**src/sv/pi_pkg.sv**
```systemverilog
// pi_pkg: shared types and codes for the partition individualisation block.
// No dependencies; imported by pi_cell, pi_feed and partition_individualize.
package pi_pkg;

  localparam int MAX_ELEMS = 32;
  localparam int IDX_W     = 5;
  localparam int LEN_W     = 6;
  localparam int TAKE_W    = 2;

  typedef struct packed {
    logic [IDX_W-1:0] start;
    logic [LEN_W-1:0] length;
  } entry_t;

  typedef enum logic [1:0] {
    ACT_RESTART = 2'd0,
    ACT_ONE     = 2'd1,
    ACT_TWO     = 2'd2,
    ACT_NOP     = 2'd3
  } act_t;

  typedef enum logic [1:0] {
    ERR_NONE  = 2'd0,
    ERR_RANGE = 2'd1,
    ERR_PAIR  = 2'd2
  } err_t;

  typedef enum logic [1:0] {
    PK_RESTART,
    PK_KEEP,
    PK_SPLIT,
    PK_CHECK
  } pass_kind_t;

  typedef enum logic [1:0] {
    ST_IDLE,
    ST_PASS,
    ST_ERR
  } state_t;

  // what the feed stage needs to know about the running pass
  typedef struct packed {
    pass_kind_t        kind;
    logic [IDX_W-1:0]  t;
    logic [IDX_W-1:0]  c;
    logic [TAKE_W-1:0] take;
  } pass_ctl_t;

endpackage

```
**src/sv/pi_cell.sv**
```systemverilog
// pi_cell: one cell of the class-table ring, holds one start/length entry.
// Depends on pi_pkg.
module pi_cell (
  input  logic          clk,
  input  logic          rst,
  input  pi_pkg::entry_t rst_val,
  input  logic          en,
  input  pi_pkg::entry_t d,
  output pi_pkg::entry_t q
);
  import pi_pkg::*;

  always_ff @(posedge clk) begin
    if (rst) begin
      q <= rst_val;
    end else if (en) begin
      q <= d;
    end
  end

endmodule

```
**src/sv/pi_feed.sv**
```systemverilog
// pi_feed: rewrites the entry leaving the ring tail into the entry fed back
// at the ring head, restarting the table or splitting one class per pass. Depends on pi_pkg.
module pi_feed (
  input  logic             clk,
  input  logic             step,
  input  pi_pkg::pass_ctl_t ctl,
  input  pi_pkg::entry_t    tail,
  input  logic [pi_pkg::LEN_W-1:0] n,
  output pi_pkg::entry_t    feed,
  output logic             splitting
);
  import pi_pkg::*;

  entry_t d1;
  logic   split_reg;
  logic   at_c;
  logic   cuts;

  assign at_c = (ctl.t == ctl.c);
  assign cuts = (tail.length > LEN_W'(ctl.take));
  assign splitting = at_c ? cuts : split_reg;

  always_comb begin
    feed = tail;
    unique case (ctl.kind)
      PK_RESTART: begin
        if (ctl.t == '0) begin
          feed.start  = '0;
          feed.length = n;
        end
      end
      PK_SPLIT: begin
        if (at_c && cuts) begin
          feed.start  = tail.start;
          feed.length = LEN_W'(ctl.take);
        end else if ((ctl.t > ctl.c) && split_reg) begin
          if (ctl.t == IDX_W'(ctl.c + IDX_W'(1))) begin
            feed.start  = IDX_W'(d1.start + IDX_W'(ctl.take));
            feed.length = LEN_W'(d1.length - LEN_W'(ctl.take));
          end else begin
            feed = d1;
          end
        end
      end
      default: feed = tail;
    endcase
  end

  always_ff @(posedge clk) begin
    if (step) begin
      d1 <= tail;
      if (at_c) begin
        split_reg <= cuts;
      end
    end
  end

endmodule

```
**src/sv/partition_individualize.sv**
```systemverilog
// Ordered partition individualisation.
// Classes live in a ring of 32 cells; each pass rotates the ring once,
// rewriting entries through pi_feed. Depends on pi_pkg, pi_cell, pi_feed.
//
// Use:
//   s_*   : input word. tuser = action, tdata = class_a, class_b.
//   m_*   : result word, one per class in class order; tlast on the final one,
//           tuser = error code. An error gives one all-zero word with tlast.
//   cfg_* : writes element_count, used by the next restart; write only while idle.
// Timing:
//   An item takes one ring pass (restart, one class, unused action)
//   or two passes (two classes, or a pair check then the split).
//   A word is taken only while idle, so the next item waits until its passes end.
//   Results are sent during the last pass.
//   An out-of-range class index is answered from the error state, with no ring pass.
//   The ring rotation is the limit: one cell shift per cycle while the ring is not held.
// Stall: while a result is due, the result register is full and m_tready is low, the ring holds.
//   A new word is taken as soon as the pass ends, the last result may still wait.
// Reset: one class of 32 elements, element_count 32, result register empty.
module partition_individualize (
  input  logic        clk,
  input  logic        rst,
  input  logic        s_tvalid,
  output logic        s_tready,
  input  logic [15:0] s_tdata,   // class_a[4:0], class_b[9:5], zero
  input  logic [1:0]  s_tuser,   // action[1:0]
  output logic        m_tvalid,
  input  logic        m_tready,
  output logic [15:0] m_tdata,   // class_index[4:0], class_start[9:5], class_length[15:10]
  output logic [1:0]  m_tuser,   // error[1:0]
  output logic        m_tlast,
  input  logic        cfg_valid,
  output logic        cfg_ready,
  input  logic [5:0]  cfg_data
);
  import pi_pkg::*;

  localparam logic [IDX_W-1:0] T_END = IDX_W'(MAX_ELEMS - 1);

  state_t            state, state_next;
  pass_kind_t        kind, kind_next;
  logic              emit, emit_next;
  logic [IDX_W-1:0]  t, t_next;
  logic [IDX_W-1:0]  c, c_next;
  logic [TAKE_W-1:0] take, take_next;
  logic              second_pending, second_pending_next;
  logic [IDX_W-1:0]  second_c, second_c_next;
  err_t              err_code, err_code_next;
  logic              pair_short, pair_short_next;
  logic [LEN_W-1:0]  count, count_next;
  logic [LEN_W-1:0]  elem_cfg;
  logic [LEN_W-1:0]  n_eff;

  act_t              act;
  logic [IDX_W-1:0]  a_in, b_in;

  entry_t            q [MAX_ELEMS];
  entry_t            tail, feed;
  pass_ctl_t         ctl;
  logic              splitting;
  logic              step;
  logic              emit_now;
  logic              out_free;
  logic [LEN_W-1:0]  ncnt;
  logic              is_last;
  logic              load_word, load_err;

  entry_t            out_entry;
  logic [IDX_W-1:0]  out_index;
  err_t              out_err;
  logic              out_last;

  assign act  = act_t'(s_tuser);
  assign a_in = s_tdata[4:0];
  assign b_in = s_tdata[9:5];

  assign cfg_ready = 1'b1;
  always_ff @(posedge clk) begin
    if (rst) begin
      elem_cfg <= LEN_W'(MAX_ELEMS);
    end else if (cfg_valid) begin
      elem_cfg <= cfg_data;
    end
  end

  always_comb begin
    if (elem_cfg == '0) begin
      n_eff = LEN_W'(1);
    end else if (elem_cfg > LEN_W'(MAX_ELEMS)) begin
      n_eff = LEN_W'(MAX_ELEMS);
    end else begin
      n_eff = elem_cfg;
    end
  end

  // ring: entry i sits in cell MAX_ELEMS-1-i between passes
  genvar k;
  generate
    for (k = 0; k < MAX_ELEMS; k++) begin : g_ring
      entry_t rv;
      entry_t dk;
      assign rv.start  = '0;
      assign rv.length = (k == MAX_ELEMS - 1) ? LEN_W'(MAX_ELEMS) : '0;
      if (k == 0) begin : g_head
        assign dk = feed;
      end else begin : g_body
        assign dk = q[k-1];
      end
      pi_cell u_cell (
        .clk     (clk),
        .rst     (rst),
        .rst_val (rv),
        .en      (step),
        .d       (dk),
        .q       (q[k])
      );
    end
  endgenerate

  assign tail = q[MAX_ELEMS-1];

  assign ctl.kind = kind;
  assign ctl.t    = t;
  assign ctl.c    = c;
  assign ctl.take = take;

  pi_feed u_feed (
    .clk       (clk),
    .step      (step),
    .ctl       (ctl),
    .tail      (tail),
    .n         (n_eff),
    .feed      (feed),
    .splitting (splitting)
  );

  always_comb begin
    unique case (kind)
      PK_RESTART: ncnt = LEN_W'(1);
      PK_SPLIT:   ncnt = count + LEN_W'((t >= c) && splitting);
      default:    ncnt = count;
    endcase
  end

  assign out_free  = !m_tvalid || m_tready;
  assign emit_now  = (state == ST_PASS) && emit && ({1'b0, t} < ncnt);
  assign step      = (state == ST_PASS) && (!emit_now || out_free);
  assign is_last   = ({1'b0, t} == LEN_W'(ncnt - LEN_W'(1)));
  assign load_word = step && emit_now;
  assign load_err  = (state == ST_ERR) && out_free;
  assign s_tready  = (state == ST_IDLE);

  always_comb begin
    state_next          = state;
    kind_next           = kind;
    emit_next           = emit;
    t_next              = t;
    c_next              = c;
    take_next           = take;
    second_pending_next = second_pending;
    second_c_next       = second_c;
    err_code_next       = err_code;
    pair_short_next     = pair_short;
    count_next          = count;
    unique case (state)
      ST_IDLE: begin
        if (s_tvalid) begin
          t_next              = '0;
          take_next           = TAKE_W'(1);
          second_pending_next = 1'b0;
          unique case (act)
            ACT_RESTART: begin
              kind_next  = PK_RESTART;
              emit_next  = 1'b1;
              state_next = ST_PASS;
            end
            ACT_ONE: begin
              if ({1'b0, a_in} >= count) begin
                err_code_next = ERR_RANGE;
                state_next    = ST_ERR;
              end else begin
                kind_next  = PK_SPLIT;
                c_next     = a_in;
                emit_next  = 1'b1;
                state_next = ST_PASS;
              end
            end
            ACT_TWO: begin
              if (({1'b0, a_in} >= count) || ({1'b0, b_in} >= count)) begin
                err_code_next = ERR_RANGE;
                state_next    = ST_ERR;
              end else if (a_in == b_in) begin
                kind_next  = PK_CHECK;
                c_next     = a_in;
                emit_next  = 1'b0;
                state_next = ST_PASS;
              end else begin
                // higher class first so the lower index still holds
                kind_next           = PK_SPLIT;
                c_next              = (a_in > b_in) ? a_in : b_in;
                second_c_next       = (a_in > b_in) ? b_in : a_in;
                second_pending_next = 1'b1;
                emit_next           = 1'b0;
                state_next          = ST_PASS;
              end
            end
            default: begin
              kind_next  = PK_KEEP;
              emit_next  = 1'b1;
              state_next = ST_PASS;
            end
          endcase
        end
      end
      ST_PASS: begin
        if (step) begin
          t_next = IDX_W'(t + IDX_W'(1));
          if ((kind == PK_CHECK) && (t == c)) begin
            pair_short_next = (tail.length < LEN_W'(2));
          end
          if (t == T_END) begin
            if (kind == PK_RESTART) begin
              count_next = LEN_W'(1);
            end else if (kind == PK_SPLIT) begin
              count_next = count + LEN_W'(splitting);
            end
            if (kind == PK_CHECK) begin
              if (pair_short_next) begin
                err_code_next = ERR_PAIR;
                state_next    = ST_ERR;
              end else begin
                kind_next = PK_SPLIT;
                take_next = TAKE_W'(2);
                emit_next = 1'b1;
              end
            end else if (second_pending) begin
              kind_next           = PK_SPLIT;
              c_next              = second_c;
              take_next           = TAKE_W'(1);
              emit_next           = 1'b1;
              second_pending_next = 1'b0;
            end else begin
              state_next = ST_IDLE;
            end
          end
        end
      end
      ST_ERR: begin
        if (out_free) begin
          state_next = ST_IDLE;
        end
      end
      default: state_next = ST_IDLE;
    endcase
  end

  always_ff @(posedge clk) begin
    if (rst) begin
      state          <= ST_IDLE;
      kind           <= PK_KEEP;
      emit           <= 1'b0;
      t              <= '0;
      c              <= '0;
      take           <= TAKE_W'(1);
      second_pending <= 1'b0;
      second_c       <= '0;
      err_code       <= ERR_NONE;
      pair_short     <= 1'b0;
      count          <= LEN_W'(1);
    end else begin
      state          <= state_next;
      kind           <= kind_next;
      emit           <= emit_next;
      t              <= t_next;
      c              <= c_next;
      take           <= take_next;
      second_pending <= second_pending_next;
      second_c       <= second_c_next;
      err_code       <= err_code_next;
      pair_short     <= pair_short_next;
      count          <= count_next;
    end
  end

  // result register
  always_ff @(posedge clk) begin
    if (rst) begin
      m_tvalid <= 1'b0;
    end else if (load_word || load_err) begin
      m_tvalid <= 1'b1;
    end else if (m_tready) begin
      m_tvalid <= 1'b0;
    end
  end

  always_ff @(posedge clk) begin
    if (load_word) begin
      out_index <= t;
      out_entry <= feed;
      out_err   <= ERR_NONE;
      out_last  <= is_last;
    end else if (load_err) begin
      out_index <= '0;
      out_entry <= '0;
      out_err   <= err_code;
      out_last  <= 1'b1;
    end
  end

  assign m_tdata = {out_entry.length, out_entry.start, out_index};
  assign m_tuser = out_err;
  assign m_tlast = out_last;

  a_count_range: assert property (@(posedge clk) disable iff (rst)
    (count >= LEN_W'(1)) && (count <= LEN_W'(MAX_ELEMS)))
    else $error("class count out of range");

  a_err_word: assert property (@(posedge clk) disable iff (rst)
    (m_tvalid && (m_tuser != ERR_NONE)) |-> (m_tlast && (m_tdata == '0)))
    else $error("error word not a single cleared word");

  a_err_no_shift: assert property (@(posedge clk) disable iff (rst)
    (state == ST_ERR) |-> !step)
    else $error("ring moved while reporting an error");

  a_count_growth: assert property (@(posedge clk) disable iff (rst)
    ($past(state) == ST_PASS && $past(kind) != PK_RESTART) |->
      ((count == $past(count)) || (count == LEN_W'($past(count) + LEN_W'(1)))))
    else $error("class count grew by more than one in a pass");

endmodule

```
**config.mk**
```make
export PLATFORM = sky130hd
export DESIGN_NAME = partition_individualize
export DESIGN_NICKNAME = d
export VERILOG_FILES = /design/src/sv/pi_pkg.sv /design/src/sv/pi_cell.sv /design/src/sv/pi_feed.sv /design/src/sv/partition_individualize.sv
export SDC_FILE = /design/constraint.sdc
export NUM_CORES = 1
export LEC_CHECK = 0
export ABC_AREA = 0
export BUFFER_PORTS_ARGS = -buffer_cell sky130_fd_sc_hd__buf_2
export CORE_MARGIN = 3
export CORE_UTILIZATION = 25
export DETAILED_ROUTE_END_ITERATION = 7
export GPL_TIMING_DRIVEN = 0
export RECOVER_POWER = 25
export SYNTH_ARGS = -nofsm -noshare
export SYNTH_HDL_FRONTEND = slang
export SYNTH_HIERARCHICAL = 1
export SYNTH_SLANG_ARGS = --single-unit
```
**constraint.sdc**
```tcl
create_clock -name clk -period 6.4 [get_ports clk]
set_clock_uncertainty 0.2 [all_clocks]
set_input_delay 1.92 -clock clk [delete_from_list [all_inputs] [get_ports clk]]
set_output_delay 1.92 -clock clk [all_outputs]
set_load 0.005 [all_outputs]
```
Word-level counts from Yosys, hierarchy flattened --
Cells that the tools add are included.
Storage, ports and cells: register bits 422, latch bits 0, memory bits (writable) 0, memory bits (read-only) 0, input bits 29, output and inout bits 22, word-level logic and storage cells 256, memories 0
Operators by class: $add $sub $neg 7, multipliers 0, div/mod/pow operators 0, magnitude comparators 9, eq/ne operators 28, shifts and indexed selects 0, mux-type cells 91, bitwise logic cells 2, reduce and logical (&&, ||, !) cells 34
Operators with widths (number):
- $mux 5 | 14
- $mux 11 | 6
- $mux 2 | 28
- $pmux 5 s2 | 3
- $mux 1 | 24
- $mux 6 | 4
- $pmux 11 s2 | 1
- $pmux 2 s2 | 5
- $reduce_and 9->1 | 2
- $eq 5x5->1 | 3
- $ne 3x3->1 const B | 5
- $add 6x1->6 | 2
- $ge 5x6->1 | 2
- $pmux 2 s3 | 2
- $pmux 6 s2 | 1
- $reduce_and 6->1 | 2
- $add 5x1->5 const B | 2
- $gt 5x5->1 | 2
- $ne 2x2->1 const B | 5
- $reduce_and 5->1 | 2
- $logic_and 1x1->1 | 9
- $ne 3x2->1 const B | 3
- $eq 2x2->1 const B | 4
- $reduce_and 8->1 | 1
- 24 further kinds | 39

Logic depth before layout (Yosys ltp) --
depth after elaboration 17, depth in mapped cells 20, gate-level depth less buffers 18

Modules after synthesis --
Netlist, hierarchy kept.
Modules (own cells, without submodules):
- pi_cell | instances 32, cells each 24, area an instance 505.5 µm², sequential area each 330.3 µm²
- partition_individualize | instances 1, cells each 431, area an instance 3808.7 µm², sequential area each 1331.3 µm²
- pi_feed | instances 1, cells each 138, area an instance 1237.4 µm², sequential area each 360.3 µm²

Worst setup path after synthesis --
Ideal clock, no wire load.
path kind register -> register, start point register take[1], end point register out_entry, in the netlist m_tdata[10], enable pin, library setup time 0.374 ns, arrival time 4.230 ns, data required time 5.826 ns, slack 1.596 ns, cell stages (with the launch flop) 21, buffers on the path 2, clock period less this slack 4.804 ns, cell sequence dfxtp_1 inv_1 ha_1 nor2b_1 o21ai_0 a211o_1 nand2_1 a21boi_0 ha_1 ha_1 inv_1 o22a_1 ha_1 a21o_1 maj3_2 o221a_1 buf_6 a21o_1 a211oi_2 buf_2 or2_1
Between the ends: word-level cells in the longest chain between the ends 12
Ends and longest elaborated chain:
- from (decl) | RTL line partition_individualize.sv:45 | logic [TAKE_W-1:0] take, take_next;
- from (signal assigned) | RTL line partition_individualize.sv:276 | take <= take_next;
- $gt 6x2->1 (*) | RTL line pi_feed.sv:20 | assign cuts = (tail.length > LEN_W'(ctl.take));
- $mux 1 (*)
- net splitting | RTL line partition_individualize.sv:60 | logic splitting;
- $logic_and 1x1->1 (*) | RTL line partition_individualize.sv:140 | PK_SPLIT: ncnt = count + LEN_W'((t >= c) && splitting);
- $add 6x1->6 (*) | RTL line partition_individualize.sv:140
- $pmux 6 s2 (*) | RTL line partition_individualize.sv:138 | unique case (kind)
- $lt 5x6->1 (*) | RTL line partition_individualize.sv:146 | assign emit_now = (state == ST_PASS) && emit && ({1'b0, t} < ncnt);
- $logic_and 1x1->1 (*) | RTL line partition_individualize.sv:146
- $logic_not 1->1 | RTL line partition_individualize.sv:147 | assign step = (state == ST_PASS) && (!emit_now || out_free);
- $logic_or 1x1->1 | RTL line partition_individualize.sv:147
- $logic_and 1x1->1 | RTL line partition_individualize.sv:147
- $logic_and 1x1->1 (*) | RTL line partition_individualize.sv:149 | assign load_word = step && emit_now;
- $reduce_bool 2->1 (no source line) (*)
- to (signal assigned) | RTL line partition_individualize.sv:299 | out_entry <= feed;
- to (signal assigned) | RTL line partition_individualize.sv:304 | out_entry <= '0;
- to (decl) | RTL line partition_individualize.sv:68 | entry_t out_entry;
The timed path passes the listed nets; every way through them passes the cells marked *. A chain may end at the register's enable or synchronous reset.

Final worst setup path --
start point register take[1], end point register, netlist name g_ring[20].u_cell/q[4]
Between the ends: word-level cells in the longest chain between the ends 10
Ends and longest elaborated chain:
- $gt 6x2->1 | RTL line pi_feed.sv:20
- $mux 1
- net splitting | RTL line partition_individualize.sv:60
- $logic_and 1x1->1 | RTL line partition_individualize.sv:140
- $add 6x1->6 | RTL line partition_individualize.sv:140
- $pmux 6 s2 | RTL line partition_individualize.sv:138
- $lt 5x6->1 | RTL line partition_individualize.sv:146
- $logic_and 1x1->1 | RTL line partition_individualize.sv:146
- $logic_not 1->1 | RTL line partition_individualize.sv:147
- $logic_or 1x1->1 | RTL line partition_individualize.sv:147
- $logic_and 1x1->1 | RTL line partition_individualize.sv:147
- net step | RTL line partition_individualize.sv:61 | logic step;
The timed path passes the listed nets, and every way through them passes these cells.

==> results_dict.tcl <==
set metrics [dict create \
    violations "max-capacitance violations, max-slew violations" \
    maxCapViolations 1 \
    cts_setup_buffers 0 \
    dr.pass1.iters 5 \
    slew_viol_final 43 \
    period_minus_slack_ns 5.93 \
    start_util_pct 25.3 \
    worstPathRequired_ns 6.41 \
    ir_drop_mv 0.151 \
    whs_path_depth 0 \
    setup_viol 0 \
    largest_register_ffs 352 \
    nFillCells 8604 \
    synth.mux.area_fraction_pct 25.0 \
    ys.flop_type "edfxtp_1" \
    synth_simple_gate_area_share_pct 5.83 \
    synth_edf_count 381 \
    die_y_microns 297 \
    drt_iter0_drc 633 \
    critical_path_peak_fanout 44 \
    synthTopCellsByArea "edfxtp_1, mux2_4, dfxtp_1" \
    grt_pass1_vias 12353 \
    fin_area_sq_um 24900 \
    synthAdderAreaFrac_pct 2.84 \
    ys_seq_elements 422 \
    layout-drive-gt1-share_pct 19.2 \
    place_area_sq_um 24200 \
    setup_tns_ns 0 \
    clk_pin_slew_worst_paths_ns 0.07 \
    r2r_cells 19 \
    worstSkewPairLatency_ns 0.56 \
    cts_buffer_depth 3 \
    core-area_sq_um 83800 \
    worst_pin_slew_ns 2.51 \
    grt_max_degree 56 \
    cts_hold_buf 0 \
    status "complete, but fails checks" \
    fin_crit_sh_pct 92.7 \
    async_flop_share_pct 0 \
    hold_viol_final 0 \
    syn_area_per_cell_sq_um 15.9 \
    relSlewSlack_pct -67.0 \
    rsz0062_at_grt "no" \
    top_register "g_ring.u_cell/q" \
    yosys_warnings 6 \
    vias 11639 \
    synth_most_common_cell "edfxtp_1" \
    grt_pass1_wl_microns 64000 \
    cts_made_buffers 44 \
    synth_compound_area_share_pct 4.92 \
    wl_microns 38600 \
    post-synth-top-area-cell "edfxtp_1" \
    final_core_util_pct 29.7 \
    boundaryPins 51 \
    antenna_left 0 \
    wl_per_cell_microns 13.1 \
    die_x_microns 297 \
    rows 106 \
    cts-root-buf "clkbuf_16" \
    synth_cell_type_count 72 \
    synth_commonest_cells "edfxtp_1, mux2_4, mux2_2" \
    vias_per_cell 3.95 \
    cp-end-kind "register" \
    cts_tree "done" \
    drc_errors 0 \
    worstPathArrival_ns 5.94 \
    antennaDiodeCount 0 \
    synth_xor_area_share_pct 0.601 \
    critical_path_class "reg -> reg" \
    layoutNonFillerInstCount 2946 \
    gp_congestion 0.806 \
    synth.top_cell.area_share_pct 53.9 \
    dp_cells 2865 \
    io_buffers 42 \
    nets 1852 \
    clkSinkCount 422 \
    cts.htree.levels 2 \
    setup.worst_path.start_class "register" \
    synth_seq_area_share_pct 57.8 \
    powerDensity_nw_per_um2 277 \
    hold_class "reg -> reg" \
    synth_top_family_by_area "multiplexers" \
    dp_hpwl_microns 27000 \
    synth_cells 1337 \
    syn2layout_area_growth_pct 17.5 \
    dieArea_sq_um 88400 \
    grt-ovfl-total 0 \
    antenna_found_initial 0 \
    max_freq_mhz 169 \
    grt_use_total_pct 8.72 \
    ctsResizeCount 0 \
    syn_area_sq_um 21200 \
    power_leakage_uw 0.00972 \
]
-- cells in the final DEF, fill, tap and decap left out, drive strengths merged, types with 5 or more instances in the layout --
cell type  instances
nor4               5
dfxtp             41
xor2               7
or2               36
or3                5
bufinv             5
a21oi             27
nand4             10
o21ai             35
nor2b             19
mux2             353
clkinv            19
ha                44
a31oi             11
xnor2              5
a21o              12
nand2b             7
edfxtp           381
a211oi            13
nor3               9
conb             353
or4                7
a211o              5
nor2              40
mux2i             24
o31ai              6
clkbuf            92
o211ai             8
nand2             38
a22oi              6
inv               44
and3              10
and2              19
nand3             14
buf               60
-- area by class of cell --
class	instances	area, sq um	share of cell area, %
clock buffer	51	1190	4.77
buffer	58	317	1.27
multi-input combinational	1166	9060	36.3
clock inverter	30	290	1.16
tap	1134	1420	5.69
sequential	422	12300	49.2
inverter	42	158	0.632
timing repair buffer	43	236	0.949
-- power breakdown --
group | switching, uW | internal [uW]
registers | 107 | 3390
clock network | 1060 | 1540
logic | 439 | 376
total | 1600 | 5310
-- cell families (layout without fill, tap and decap cells) --
family | Yosys count | in the layout
and+or+nand+nor | 226 | 226
adders and majority gates | 47 | 47
xor gates and xnor gates | 13 | 13
muxes | 377 | 377
DFF | 422 | 422
other | 2 | 353
AOI/OAI and AO/OA | 150 | 150
buffers and inverters | 100 | 224
-- path summary, 6_finish.rpt --
path	start	to	slack (ns)
min	g_ring[31].u_cell/q[9]	u_feed/d1[9]	0.29
max	take[1]	g_ring[20].u_cell/q[4]	0.47
min reg2reg	g_ring[31].u_cell/q[9]	u_feed/d1[9]	0.29
max reg2reg	take[1]	g_ring[20].u_cell/q[4]	0.47
-- through the flow --
stage / worst slack, ns / power (uW) / hold WS (ns)
finish: 0.470 / 6910 / 0.290
global route: 0.0745 / 7240 / 0.295
CTS: 0.370 / 7130 / 0.277
detailed placement: 0.444 / 4480 / 0.254
global placement: 0.139 / 4460 / 0.260
floorplan: 1.60 / 4240 / 0.226
-- critical path: stages (launching register included) --
cell and delay, ns:
dfxtp_1 0.48, inv_1 0.17, ha_1 0.32, nor2b_1 0.13
o21ai_0 0.10, a211o_1 0.39, nand2_1 0.21, a21boi_0 0.29
ha_1 0.27, ha_1 0.26, inv_1 0.06, o22a_1 0.21
ha_1 0.25, a21o_1 0.16, maj3_2 0.30, o221a_1 0.23
buf_6 0.15, o211ai_2 0.35, inv_2 0.46, or2_1 0.57
-- layer usage --
metal	track usage (%)	up-vias	share of wire [%]
met4	2.98	0	2.7
met3	0.985	70	3.2
met1	11.3	5740	46
met2	15.1	162	48
met5	0	-	0
li1	-	5667	-
Note: power is estimated with default switching activity, not from simulation.
